## src/hw/rtl/assert_macros.svh

```systemverilog
// Shared assertion macros for the RTL.
`ifndef ASSERT_MACROS_SVH
`define ASSERT_MACROS_SVH

// Clocked assertion, disabled during reset.
`define U8SD_ASSERT(lbl, clk, rst, prop, msg) \
   lbl: assert property (@(posedge clk) disable iff (rst) (prop)) else $error(msg);

// Condition that must never hold outside reset.
`define U8SD_NEVER(lbl, clk, rst, cond, msg) \
   `U8SD_ASSERT(lbl, clk, rst, !(cond), msg)

`endif

```

## src/hw/rtl/u8sd_pkg.sv

```systemverilog
package u8sd_pkg;

   localparam int RspDepth = 4;

   localparam logic [7:0] LeadTwoLo   = 8'hC2;
   localparam logic [7:0] LeadTwoHi   = 8'hDF;
   localparam logic [7:0] LeadThreeLo = 8'hE0;
   localparam logic [7:0] LeadThreeHi = 8'hEF;
   localparam logic [7:0] LeadFourLo  = 8'hF0;
   localparam logic [7:0] LeadFourHi  = 8'hF4;
   localparam logic [7:0] LeadSurr    = 8'hED;
   localparam logic [7:0] TrailMinE0  = 8'hA0;
   localparam logic [7:0] TrailMaxEd  = 8'h9F;
   localparam logic [7:0] TrailMinF0  = 8'h90;
   localparam logic [7:0] TrailMaxF4  = 8'h8F;

   typedef struct packed {
      logic        ill_formed;
      logic [20:0] code_point;
      logic [2:0]  span_bytes;
      logic        last_of_run;
   } rsp_type;

   typedef struct packed {
      logic [20:0] partial_value;
      logic [1:0]  trails_left;
      logic [7:0]  first_lead;
      logic [1:0]  bytes_taken;
   } state_type;

   typedef struct packed {
      logic [1:0] count;
      rsp_type    rsp0;
      rsp_type    rsp1;
      state_type  next;
   } dec_type;

endpackage

```

## src/hw/rtl/u8sd_decode.sv

```systemverilog
module u8sd_decode (
   input  u8sd_pkg::state_type st,
   input  logic [7:0]          byte_in,
   input  logic                end_of_text,
   output u8sd_pkg::dec_type   dec
);
   import u8sd_pkg::*;

   rsp_type     lead_rsp;
   logic        lead_has;
   state_type   lead_state;
   logic        first_ok;
   logic        trail_ok;
   logic [20:0] shifted;
   logic [1:0]  taken_inc;

   // byte decoded as a lead from idle
   always_comb begin
      lead_rsp   = '0;
      lead_has   = 1'b0;
      lead_state = '0;
      lead_rsp.span_bytes = 3'd1;
      if (byte_in[7] == 1'b0) begin
         lead_has            = 1'b1;
         lead_rsp.code_point = {13'd0, byte_in};
      end else if (byte_in >= LeadTwoLo && byte_in <= LeadTwoHi) begin
         lead_state = '{partial_value: {16'd0, byte_in[4:0]}, trails_left: 2'd1,
                        first_lead: byte_in, bytes_taken: 2'd1};
      end else if (byte_in >= LeadThreeLo && byte_in <= LeadThreeHi) begin
         lead_state = '{partial_value: {17'd0, byte_in[3:0]}, trails_left: 2'd2,
                        first_lead: byte_in, bytes_taken: 2'd1};
      end else if (byte_in >= LeadFourLo && byte_in <= LeadFourHi) begin
         lead_state = '{partial_value: {18'd0, byte_in[2:0]}, trails_left: 2'd3,
                        first_lead: byte_in, bytes_taken: 2'd1};
      end else begin
         lead_has            = 1'b1;
         lead_rsp.ill_formed = 1'b1;
      end
      // sequence opened on the final byte: truncated
      if (!lead_has && end_of_text) begin
         lead_has            = 1'b1;
         lead_rsp.ill_formed = 1'b1;
         lead_state          = '0;
      end
   end

   always_comb begin
      priority if (st.first_lead == LeadThreeLo) first_ok = byte_in >= TrailMinE0;
      else if (st.first_lead == LeadSurr)        first_ok = byte_in <= TrailMaxEd;
      else if (st.first_lead == LeadFourLo)      first_ok = byte_in >= TrailMinF0;
      else if (st.first_lead == LeadFourHi)      first_ok = byte_in <= TrailMaxF4;
      else                                       first_ok = 1'b1;
   end

   assign trail_ok  = (byte_in[7:6] == 2'b10) && (st.bytes_taken != 2'd1 || first_ok);
   assign shifted   = {st.partial_value[14:0], byte_in[5:0]};
   assign taken_inc = st.bytes_taken + 2'd1;

   always_comb begin
      dec      = '0;
      dec.next = st;
      if (st.trails_left == 2'd0) begin
         dec.count = {1'b0, lead_has};
         dec.rsp0  = lead_rsp;
         dec.next  = lead_state;
      end else if (trail_ok) begin
         if (st.trails_left == 2'd1) begin
            dec.count           = 2'd1;
            dec.rsp0.code_point = shifted;
            dec.rsp0.span_bytes = {1'b0, st.bytes_taken} + 3'd1;
            dec.next            = '0;
         end else begin
            dec.next = '{partial_value: shifted, trails_left: st.trails_left - 2'd1,
                         first_lead: st.first_lead, bytes_taken: taken_inc};
            if (end_of_text) begin
               dec.count           = 2'd1;
               dec.rsp0.ill_formed = 1'b1;
               dec.rsp0.span_bytes = {1'b0, taken_inc};
               dec.next            = '0;
            end
         end
      end else begin
         // maximal subpart, then the byte is retried as a lead
         dec.rsp0.ill_formed = 1'b1;
         dec.rsp0.span_bytes = {1'b0, st.bytes_taken};
         dec.rsp1            = lead_rsp;
         dec.count           = lead_has ? 2'd2 : 2'd1;
         dec.next            = lead_state;
      end
      dec.rsp0.last_of_run = (dec.count == 2'd1);
      dec.rsp1.last_of_run = 1'b1;
   end

endmodule

```

## src/hw/rtl/u8sd_rspq.sv

```systemverilog
`include "assert_macros.svh"

module u8sd_rspq #(
   parameter int Depth = u8sd_pkg::RspDepth
) (
   input  logic              clock,
   input  logic              reset,
   input  logic [1:0]        push_n,
   input  u8sd_pkg::rsp_type push0,
   input  u8sd_pkg::rsp_type push1,
   input  logic              pop,
   output u8sd_pkg::rsp_type head,
   output logic              not_empty,
   output logic              room_two
);
   import u8sd_pkg::*;

   localparam int PtrW = (Depth > 2) ? $clog2(Depth) : 1;
   localparam int CntW = $clog2(Depth + 1);

   rsp_type             mem [Depth];
   logic [PtrW-1:0]     wr_ptr_ff, wr_ptr_in;
   logic [PtrW-1:0]     rd_ptr_ff, rd_ptr_in;
   logic [CntW-1:0]     count_ff, count_in;
   logic [PtrW-1:0]     wr_next;

   function automatic logic [PtrW-1:0] ptr_inc(input logic [PtrW-1:0] p);
      ptr_inc = (p == PtrW'(Depth - 1)) ? '0 : p + 1'b1;
   endfunction

   assign wr_next = ptr_inc(wr_ptr_ff);

   always_comb begin
      unique case (push_n)
         2'd1:    wr_ptr_in = wr_next;
         2'd2:    wr_ptr_in = ptr_inc(wr_next);
         default: wr_ptr_in = wr_ptr_ff;
      endcase
   end

   assign rd_ptr_in = pop ? ptr_inc(rd_ptr_ff) : rd_ptr_ff;
   assign count_in  = count_ff + CntW'(push_n) - CntW'(pop);

   always_ff @(posedge clock) begin
      if (reset) begin
         wr_ptr_ff <= '0;
         rd_ptr_ff <= '0;
         count_ff  <= '0;
      end else begin
         wr_ptr_ff <= wr_ptr_in;
         rd_ptr_ff <= rd_ptr_in;
         count_ff  <= count_in;
      end
   end

   always_ff @(posedge clock) begin
      if (push_n != 2'd0) begin
         mem[wr_ptr_ff] <= push0;
      end
      if (push_n == 2'd2) begin
         mem[wr_next] <= push1;
      end
   end

   assign head      = mem[rd_ptr_ff];
   assign not_empty = (count_ff != '0);
   assign room_two  = (count_ff <= CntW'(Depth - 2));

   `U8SD_ASSERT(a_count_max, clock, reset, count_ff <= CntW'(Depth), "queue count over depth")
   `U8SD_ASSERT(a_push_room, clock, reset, (push_n != 2'd0) |-> room_two, "push without room")
   `U8SD_NEVER(a_pop_empty, clock, reset, pop && !not_empty, "pop from empty queue")

endmodule

```

## src/hw/rtl/strict_utf8_stream_decoder.sv

```systemverilog
// Channel | Ports                               | Direction
// req     | req_valid/ready, byte_in, end_of_text | in, one byte per beat
// rsp     | rsp_valid/ready, ill_formed, code_point, span_bytes, last_of_run | out
//
// One byte accepted per cycle while req_ready is high; decode is a single
// combinational pass from the sequence state register into a result queue of
// RspDepth entries. A byte can yield 0, 1 or 2 results; req_ready needs room for
// two in the queue. Results pass through the queue registers to rsp.
// Synchronous active-high reset returns the decoder to idle and empties the queue.
// A stalled rsp side backs up into req_ready once the queue is nearly full.
`include "assert_macros.svh"

module strict_utf8_stream_decoder #(
   parameter int RspDepth = u8sd_pkg::RspDepth
) (
   input  logic        clock,
   input  logic        reset,
   input  logic        req_valid,
   output logic        req_ready,
   input  logic [7:0]  req_byte_in,
   input  logic        req_end_of_text,
   output logic        rsp_valid,
   input  logic        rsp_ready,
   output logic        rsp_ill_formed,
   output logic [20:0] rsp_code_point,
   output logic [2:0]  rsp_span_bytes,
   output logic        rsp_last_of_run
);
   import u8sd_pkg::*;

   state_type state_ff, state_in;
   dec_type   dec;
   rsp_type   head;
   logic      accept;
   logic      room_two;

   u8sd_decode u_decode (
      .st          (state_ff),
      .byte_in     (req_byte_in),
      .end_of_text (req_end_of_text),
      .dec         (dec)
   );

   assign req_ready = room_two;
   assign accept    = req_valid && req_ready;
   assign state_in  = accept ? dec.next : state_ff;

   always_ff @(posedge clock) begin
      if (reset) begin
         state_ff <= '0;
      end else begin
         state_ff <= state_in;
      end
   end

   u8sd_rspq #(.Depth(RspDepth)) u_rspq (
      .clock     (clock),
      .reset     (reset),
      .push_n    (accept ? dec.count : 2'd0),
      .push0     (dec.rsp0),
      .push1     (dec.rsp1),
      .pop       (rsp_valid && rsp_ready),
      .head      (head),
      .not_empty (rsp_valid),
      .room_two  (room_two)
   );

   assign rsp_ill_formed  = head.ill_formed;
   assign rsp_code_point  = head.code_point;
   assign rsp_span_bytes  = head.span_bytes;
   assign rsp_last_of_run = head.last_of_run;

   `U8SD_ASSERT(a_idle_clean, clock, reset, (state_ff.trails_left == 2'd0) |-> (state_ff.bytes_taken == 2'd0), "idle with bytes taken")
   `U8SD_ASSERT(a_pair_order, clock, reset, (dec.count == 2'd2) |-> (dec.rsp0.ill_formed && !dec.rsp0.last_of_run), "bad result pair")
   `U8SD_ASSERT(a_ill_zero, clock, reset, (rsp_valid && rsp_ill_formed) |-> (rsp_code_point == 21'd0), "ill-formed beat carries code point")
   `U8SD_ASSERT(a_span_range, clock, reset, rsp_valid |-> (rsp_span_bytes != 3'd0 && rsp_span_bytes <= 3'd4), "span out of range")

endmodule

```

## config.mk

```make
export PLATFORM = sky130hd
export DESIGN_NAME = strict_utf8_stream_decoder
export DESIGN_NICKNAME = d
export VERILOG_FILES = /design/src/hw/rtl/u8sd_pkg.sv /design/src/hw/rtl/u8sd_decode.sv /design/src/hw/rtl/u8sd_rspq.sv /design/src/hw/rtl/strict_utf8_stream_decoder.sv
export VERILOG_INCLUDE_DIRS = /design/src /design/src/hw/rtl
export SDC_FILE = /design/constraint.sdc
export NUM_CORES = 1
export LEC_CHECK = 0
export BUFFER_PORTS_ARGS = -buffer_cell sky130_fd_sc_hd__buf_2
export CORE_MARGIN = 4
export CORE_UTILIZATION = 25
export DETAILED_ROUTE_END_ITERATION = 7
export MAX_ROUTING_LAYER = met4
export RECOVER_POWER = 100
export SETUP_SLACK_MARGIN = 0.3
export SYNTH_ARGS = -nofsm -noshare
export SYNTH_HDL_FRONTEND = slang
export SYNTH_SLANG_ARGS = --single-unit
```

## constraint.sdc

```tcl
create_clock -name clock -period 9.1 [get_ports clock]
set_input_delay 0.91 -clock clock [delete_from_list [all_inputs] [get_ports clock]]
set_output_delay 0.91 -clock clock [all_outputs]
set_load 0.005 [all_outputs]
```

==> flow_metrics.tcl, run 1 <==
set metrics [dict create \
    path_buf_inv 2 \
    status "finished with violations" \
    min_path_cells 1 \
    io_buffers 40 \
    holdWs_ns 0.4690 \
    cts_resized 0 \
    overflow 0 \
    cp-start-kind "primary input" \
    power_density_nw_per_um2 249.4 \
    drv_cap 1 \
    hp-class "flip-flop to flip-flop" \
    place_area_um2 6696 \
    crit_family "simple AND/OR/NAND/NOR gates" \
    tightest_slew_ns 1.857 \
    placed_cells 876 \
    drtIter0Drc 364 \
    stdcell_count 908 \
    die_width_um 165.7 \
    pre_cts_slack_ns 4.585 \
    fmax_ghz 0.2157 \
    clock-root-buffer "clkbuf_16" \
    post_cts_buffers 0 \
    finalWorstSetupSlack_ns 4.465 \
    design.portCount 41 \
    cts_tree "yes" \
    max_slew_margin -0.2398 \
    rrSetupSlack_ns 4.56 \
    fin_util 0.2967 \
    cts_sinks 140 \
    hold_end "u_rspq.mem[1][20]" \
    reg2reg_from "state_ff[10]" \
    leakage_nw 2.525 \
    ys.flop_type "dfxtp_1" \
    violations "capacitance limit, slew limit" \
    syn_area_um2 6218 \
    cp_cell_sequence "clkbuf_1 > inv_1 > nor3_1 > a211o_1 > nand2b_1 > or3_1 > ha_1 > nand2b_1 > a21oi_1 > and2_0 > a22o_1" \
    worstHoldStart "u_rspq.mem[1][20]" \
    rows 57 \
    r2r_cells 12 \
    hpwl_um 10630 \
    ant_nets 0 \
    num_antenna_cells 0 \
    clk_latency_ns 0.42 \
    clk_pin_slew_ns 0.06 \
    drtPass1Iterations 5 \
    worst-endpoint-arrival_ns 4.99 \
    setup_tns_ns 0 \
    drv_slew 27 \
    grt_pass1_wl_um 25800 \
    routed_via_density 4.894 \
    synth_cells 544 \
    ys_seq_area_frac 0.5087 \
    fin_crit_ns 4.635 \
    numCtsBuffers 17 \
    period_share 0.5094 \
    power.total_mw 1.805 \
    via_count 4444 \
    crit_type "primary input to flip-flop" \
    crit_path_max_fanout 15 \
    hold_viol 0 \
    netlist.area_leader.share 0.3348 \
    wire_per_inst_um 17.59 \
    finClkSkew_ns 0.006208 \
    ys_async_sr_fraction 0 \
    yosysTopAreaCell "dfxtp_1" \
    mostFrequentLayoutCell "dfxtp_1" \
    max-vdd-ir-drop_mv 0.1327 \
    ys_warn_count 0 \
    r2r-end "u_rspq.mem[0][6]" \
    synth_cell_types 55 \
    crit_required_ns 9.46 \
    synth-edff-count 36 \
    routed_wl_um 15980 \
    rsz0062_at_grt "false" \
    htree_levels 4 \
    die_area_um2 27460 \
    core_um2 24390 \
    syn_area_per_cell_um2 11.43 \
    layout_common_cells "dfxtp_1, a22o_1, edfxtp_1" \
    synth.area.top_cells "dfxtp_1, edfxtp_1, mux4_2" \
    drive_above_1_share 0.1421 \
    drc 0 \
    finalSetupViolations 0 \
    track_usage 0.1213 \
    synth-seq-cells 140 \
    cp_common_cell "nand2b_1" \
    slowest_delay_ns 0.87 \
    start_util 0.2550 \
    end_kind "flip-flop" \
    critPathSlowestCell "and2_0" \
    fill_cells 2514 \
    area_growth_pct 16.38 \
    grt_max_degree 31 \
    ctsHoldBuffers 0 \
    nNetsFinal 600 \
    design_area_um2 7237 \
    die_h_um 165.7 \
    place.gp.congestion 0.8697 \
    antenna_found_initial 0 \
    grt_pass1_vias 4529 \
    syn_nets 573 \
    cts_buffer_depth 2 \
]
Yosys cell counts (5+ instances only):
master,number
dfxtp_1,104
a22o_1,64
edfxtp_1,36
nor2_1,31
nand2_1,30
clkbuf_1,27
mux4_2,26
a21oi_1,23
inv_1,20
nor2b_1,19
ha_1,15
nand4_1,13
o21ai_0,13
nand3_1,11
nand2b_1,9
nor3_1,8
a32o_1,7
a211oi_1,5
a22oi_1,5
buf_2,5
buf_6,5
cell type report:
cell class / instances / area, um2 / area share
sequential: 140 / 3163 / 0.4371
clock buffer: 22 / 464.2 / 0.06414
clock inverter: 10 / 136.4 / 0.01885
inverter: 21 / 78.83 / 0.01089
timing repair buffer: 48 / 209.0 / 0.02887
tap: 324 / 405.4 / 0.05602
multi-input combinational: 343 / 2780 / 0.3842
cell families after synthesis:
| family | after synthesis | share of synthesized area |
|---|---|---|
| xor+xnor | 3 | 0.004226 |
| mux | 28 | 0.09759 |
| buf+inv | 61 | 0.04386 |
| fa+ha+maj | 16 | 0.03340 |
| flops | 140 | 0.5087 |
| compound gates | 155 | 0.1958 |
| simple gates | 141 | 0.1165 |
layer usage:
metal,GRT usage,part of all wire,routed length (um)
met1,0.1571,0.47,7554
met2,0.1873,0.48,7589
met3,0.02479,0.035,558
met4,0.04699,0.017,274
met5,-,0,0
flip-flops by register name, summed over array words and instances, names as in the netlist, named ones only:
signal / count
u_rspq.mem: 104
state_ff: 27
u_rspq.count_ff: 3
u_rspq.rd_ptr_ff: 2
u_rspq.wr_ptr_ff: 2
worst max-delay path by stage:
stage / start / end / cells after the start / slack [ns]
after floorplan: req_byte_in[5] / u_rspq.mem[3][14] / 14 / 5.25
after global placement: req_byte_in[5] / u_rspq.mem[0][9] / 12 / 4.70
after detailed placement: req_byte_in[5] / u_rspq.mem[3][23] / 11 / 4.58
after CTS: req_byte_in[5] / u_rspq.mem[3][19] / 11 / 5.01
after global routing: req_byte_in[5] / u_rspq.mem[0][5] / 12 / 4.14
final: req_byte_in[5] / u_rspq.mem[1][18] / 11 / 4.46
where the power goes:
| group | total, mW | switching (mW) | internal [mW] |
|---|---|---|---|
| registers | 0.750 | 0.0507 | 0.699 |
| logic | 0.351 | 0.207 | 0.144 |
| clock network | 0.705 | 0.259 | 0.446 |
Power figures use the tool's default switching activity.
==> run 2: changes to the inputs <==
==> constraint.sdc (replaced) <==
create_clock -name clock -period 3.8 [get_ports clock]
set_input_delay 0.38 -clock clock [delete_from_list [all_inputs] [get_ports clock]]
set_output_delay 0.38 -clock clock [all_outputs]
set_load 0.005 [all_outputs]
==> flow_metrics.tcl, run 2 (synthesis results as in run 1) <==
set metrics [dict create \
    mostFrequentLayoutCell "dfxtp_1" \
    power_density_nw_per_um2 582.4 \
    cts_sinks 140 \
    top_layer "met4" \
    tightest_slew_ns 1.227 \
    period_share 0.9005 \
    power.switching_mw 1.339 \
    rrSetupSlack_ns 0.38 \
    overflow 0 \
    place.gp.congestion 0.8388 \
    status "completed" \
    grt_max_degree 31 \
    r2r_cells 13 \
    max-vdd-ir-drop_mv 0.3113 \
    finClkSkew_ns 0.01282 \
    intPower_mw 2.979 \
    min_path_cells 4 \
    end_kind "flip-flop" \
    ant_nets 0 \
    path_buf_inv 2 \
    worstHoldStart "req_byte_in[6]" \
    leakage_nw 2.642 \
    finalSetupViolations 0 \
    die_width_um 165.7 \
    track_usage 0.1234 \
    pwr-share-clk 0.376 \
    wire_per_inst_um 18.07 \
    crit_path_max_fanout 8 \
    reg.largest.list "u_rspq.mem x104, state_ff x27, u_rspq.count_ff x3" \
    clk_latency_ns 0.42 \
    critPathSlowestCell "or4b_1" \
    drtIter0Drc 407 \
    ctsHoldBuffers 0 \
    combPwrFrac 0.208 \
    area_growth_pct 19.24 \
    swShare 0.3100 \
    max_slew_margin 0.1741 \
    hold_viol 0 \
    drive_above_1_share 0.2063 \
    cp_cell_sequence "inv_1 > ha_1 > or4b_1 > a211oi_4 > a211o_1 > nand2b_1 > or3_1 > ha_2 > nand2b_1 > a21oi_1 > buf_4 > and2_2 > a22o_1" \
    hp-class "primary input to flip-flop" \
    setup_tns_ns 0 \
    cts_tree "yes" \
    fill_cells 2517 \
    worst-endpoint-arrival_ns 3.79 \
    placed_cells 888 \
    nNetsFinal 617 \
    met1_length_um 7616 \
    die_h_um 165.7 \
    fin_crit_ns 3.422 \
    via_count 4635 \
    clk_pin_slew_ns 0.06 \
    drv_cap 0 \
    core_um2 24390 \
    wl_met3_um 899 \
    layout_common_cells "dfxtp_1, a22o_1, edfxtp_1" \
    drtPass1Iterations 6 \
    grt_pass1_vias 4525 \
    regMostFlops "u_rspq.mem" \
    crit_family "simple AND/OR/NAND/NOR gates" \
    fmax_ghz 0.2922 \
    antenna_found_initial 1 \
    largest_reg_flops 104 \
    clock-root-buffer "clkbuf_16" \
    cp_common_cell "nand2b_1" \
    stdcell_count 926 \
    htree_levels 4 \
    die_area_um2 27460 \
    routed_wl_um 16730 \
    crit_required_ns 4.16 \
    cts_buffer_depth 2 \
    cp-start-kind "flip-flop" \
    io_buffers 40 \
    drv_slew 0 \
    routed_via_density 5.005 \
    numCtsBuffers 17 \
    r2r-end "u_rspq.mem[1][11]" \
    reg2reg_from "state_ff[1]" \
    start_util 0.2550 \
    seqPwrFrac 0.416 \
    rows 57 \
    drc 0 \
    slowest_delay_ns 0.49 \
    crit_type "flip-flop to flip-flop" \
    wl_met2_um 8020 \
    hold_end "state_ff[10]" \
    hpwl_um 10660 \
    rsz0062_at_grt "true" \
    design.portCount 41 \
    grt_pass1_wl_um 26120 \
]
-- run 2: power by group through the flow --
| stage | Clock [mW] | Combinational (mW) | Sequential, mW |
|---|---|---|---|
| 2_1_floorplan | 0 | 0.650 | 1.74 |
| 3_3_place_gp | 0 | 0.887 | 1.83 |
| 3_5_place_dp | 0 | 0.888 | 1.83 |
| 4_1_cts | 1.65 | 0.897 | 1.80 |
| 5_1_grt | 1.71 | 0.996 | 1.82 |
| 6_report | 1.62 | 0.899 | 1.80 |
-- run 2: worst max-delay path by stage --
stage                           start           endpoint  slack (ns)  cells past startpoint
after floorplan           state_ff[0]  u_rspq.mem[3][14]        0.34                     14
after global placement    state_ff[1]  u_rspq.mem[3][15]        0.26                     13
after detailed placement  state_ff[1]   u_rspq.mem[3][4]        0.17                     14
after CTS                 state_ff[1]   u_rspq.mem[1][4]        0.28                     13
after global routing      state_ff[1]  u_rspq.mem[0][20]        0.18                     13
final                     state_ff[1]  u_rspq.mem[1][11]        0.38                     13
-- run 2: routing by layer --
metal | track usage | vias up
li1 | - | 2175
met3 | 0.02645 | 15
met5 | - | -
met4 | 0.04376 | 0
met2 | 0.1916 | 142
met1 | 0.1600 | 2303
-- run 2: worst register-to-register path, delay by kind of cell, from the launching register on --
kind,cells,cell delay (ns)
adder cells (fa/ha/maj),2,0.39
flip-flops,1,0.33
AND/OR/NAND/NOR,5,1.45
buffers and inverters,2,0.31
AO/OA/AOI/OAI,4,0.90
-- run 2: cell type report --
type                    count  area, um2  area share
repair buffers             63      329.1     0.04438
well taps                 324      405.4     0.05467
multi-input cells         345       2855      0.3851
clock inverters            15      153.9     0.02076
flip-flops and latches    140       3164      0.4268
diodes                      1      2.502   0.0003375
clock buffers              17      425.4     0.05737
inverters                  21      78.83     0.01063
-- run 2: stage by stage --
stage	power, mW	worst slack [ns]	hold WS, ns	cell area (um2)	util
final	4.318	0.3781	0.3153	7415	0.3040
after global routing	4.529	0.1776	0.3379	7415	0.3040
after detailed placement	2.723	0.1687	0.4501	6787	0.2782
after global placement	2.715	0.2572	0.4514	6787	0.2782
after floorplan	2.395	0.3425	0.4369	6218	-
after CTS	4.350	0.2800	0.3003	7385	0.3028
-- run 2: repair_timing --
item / in CTS / in global routing
pin swaps: 1 / 4
setup endpoints to repair: 54 / 125
gates resized for setup: 4 / 14
gates cloned: 0 / 2
buffers inserted: 0 / 3
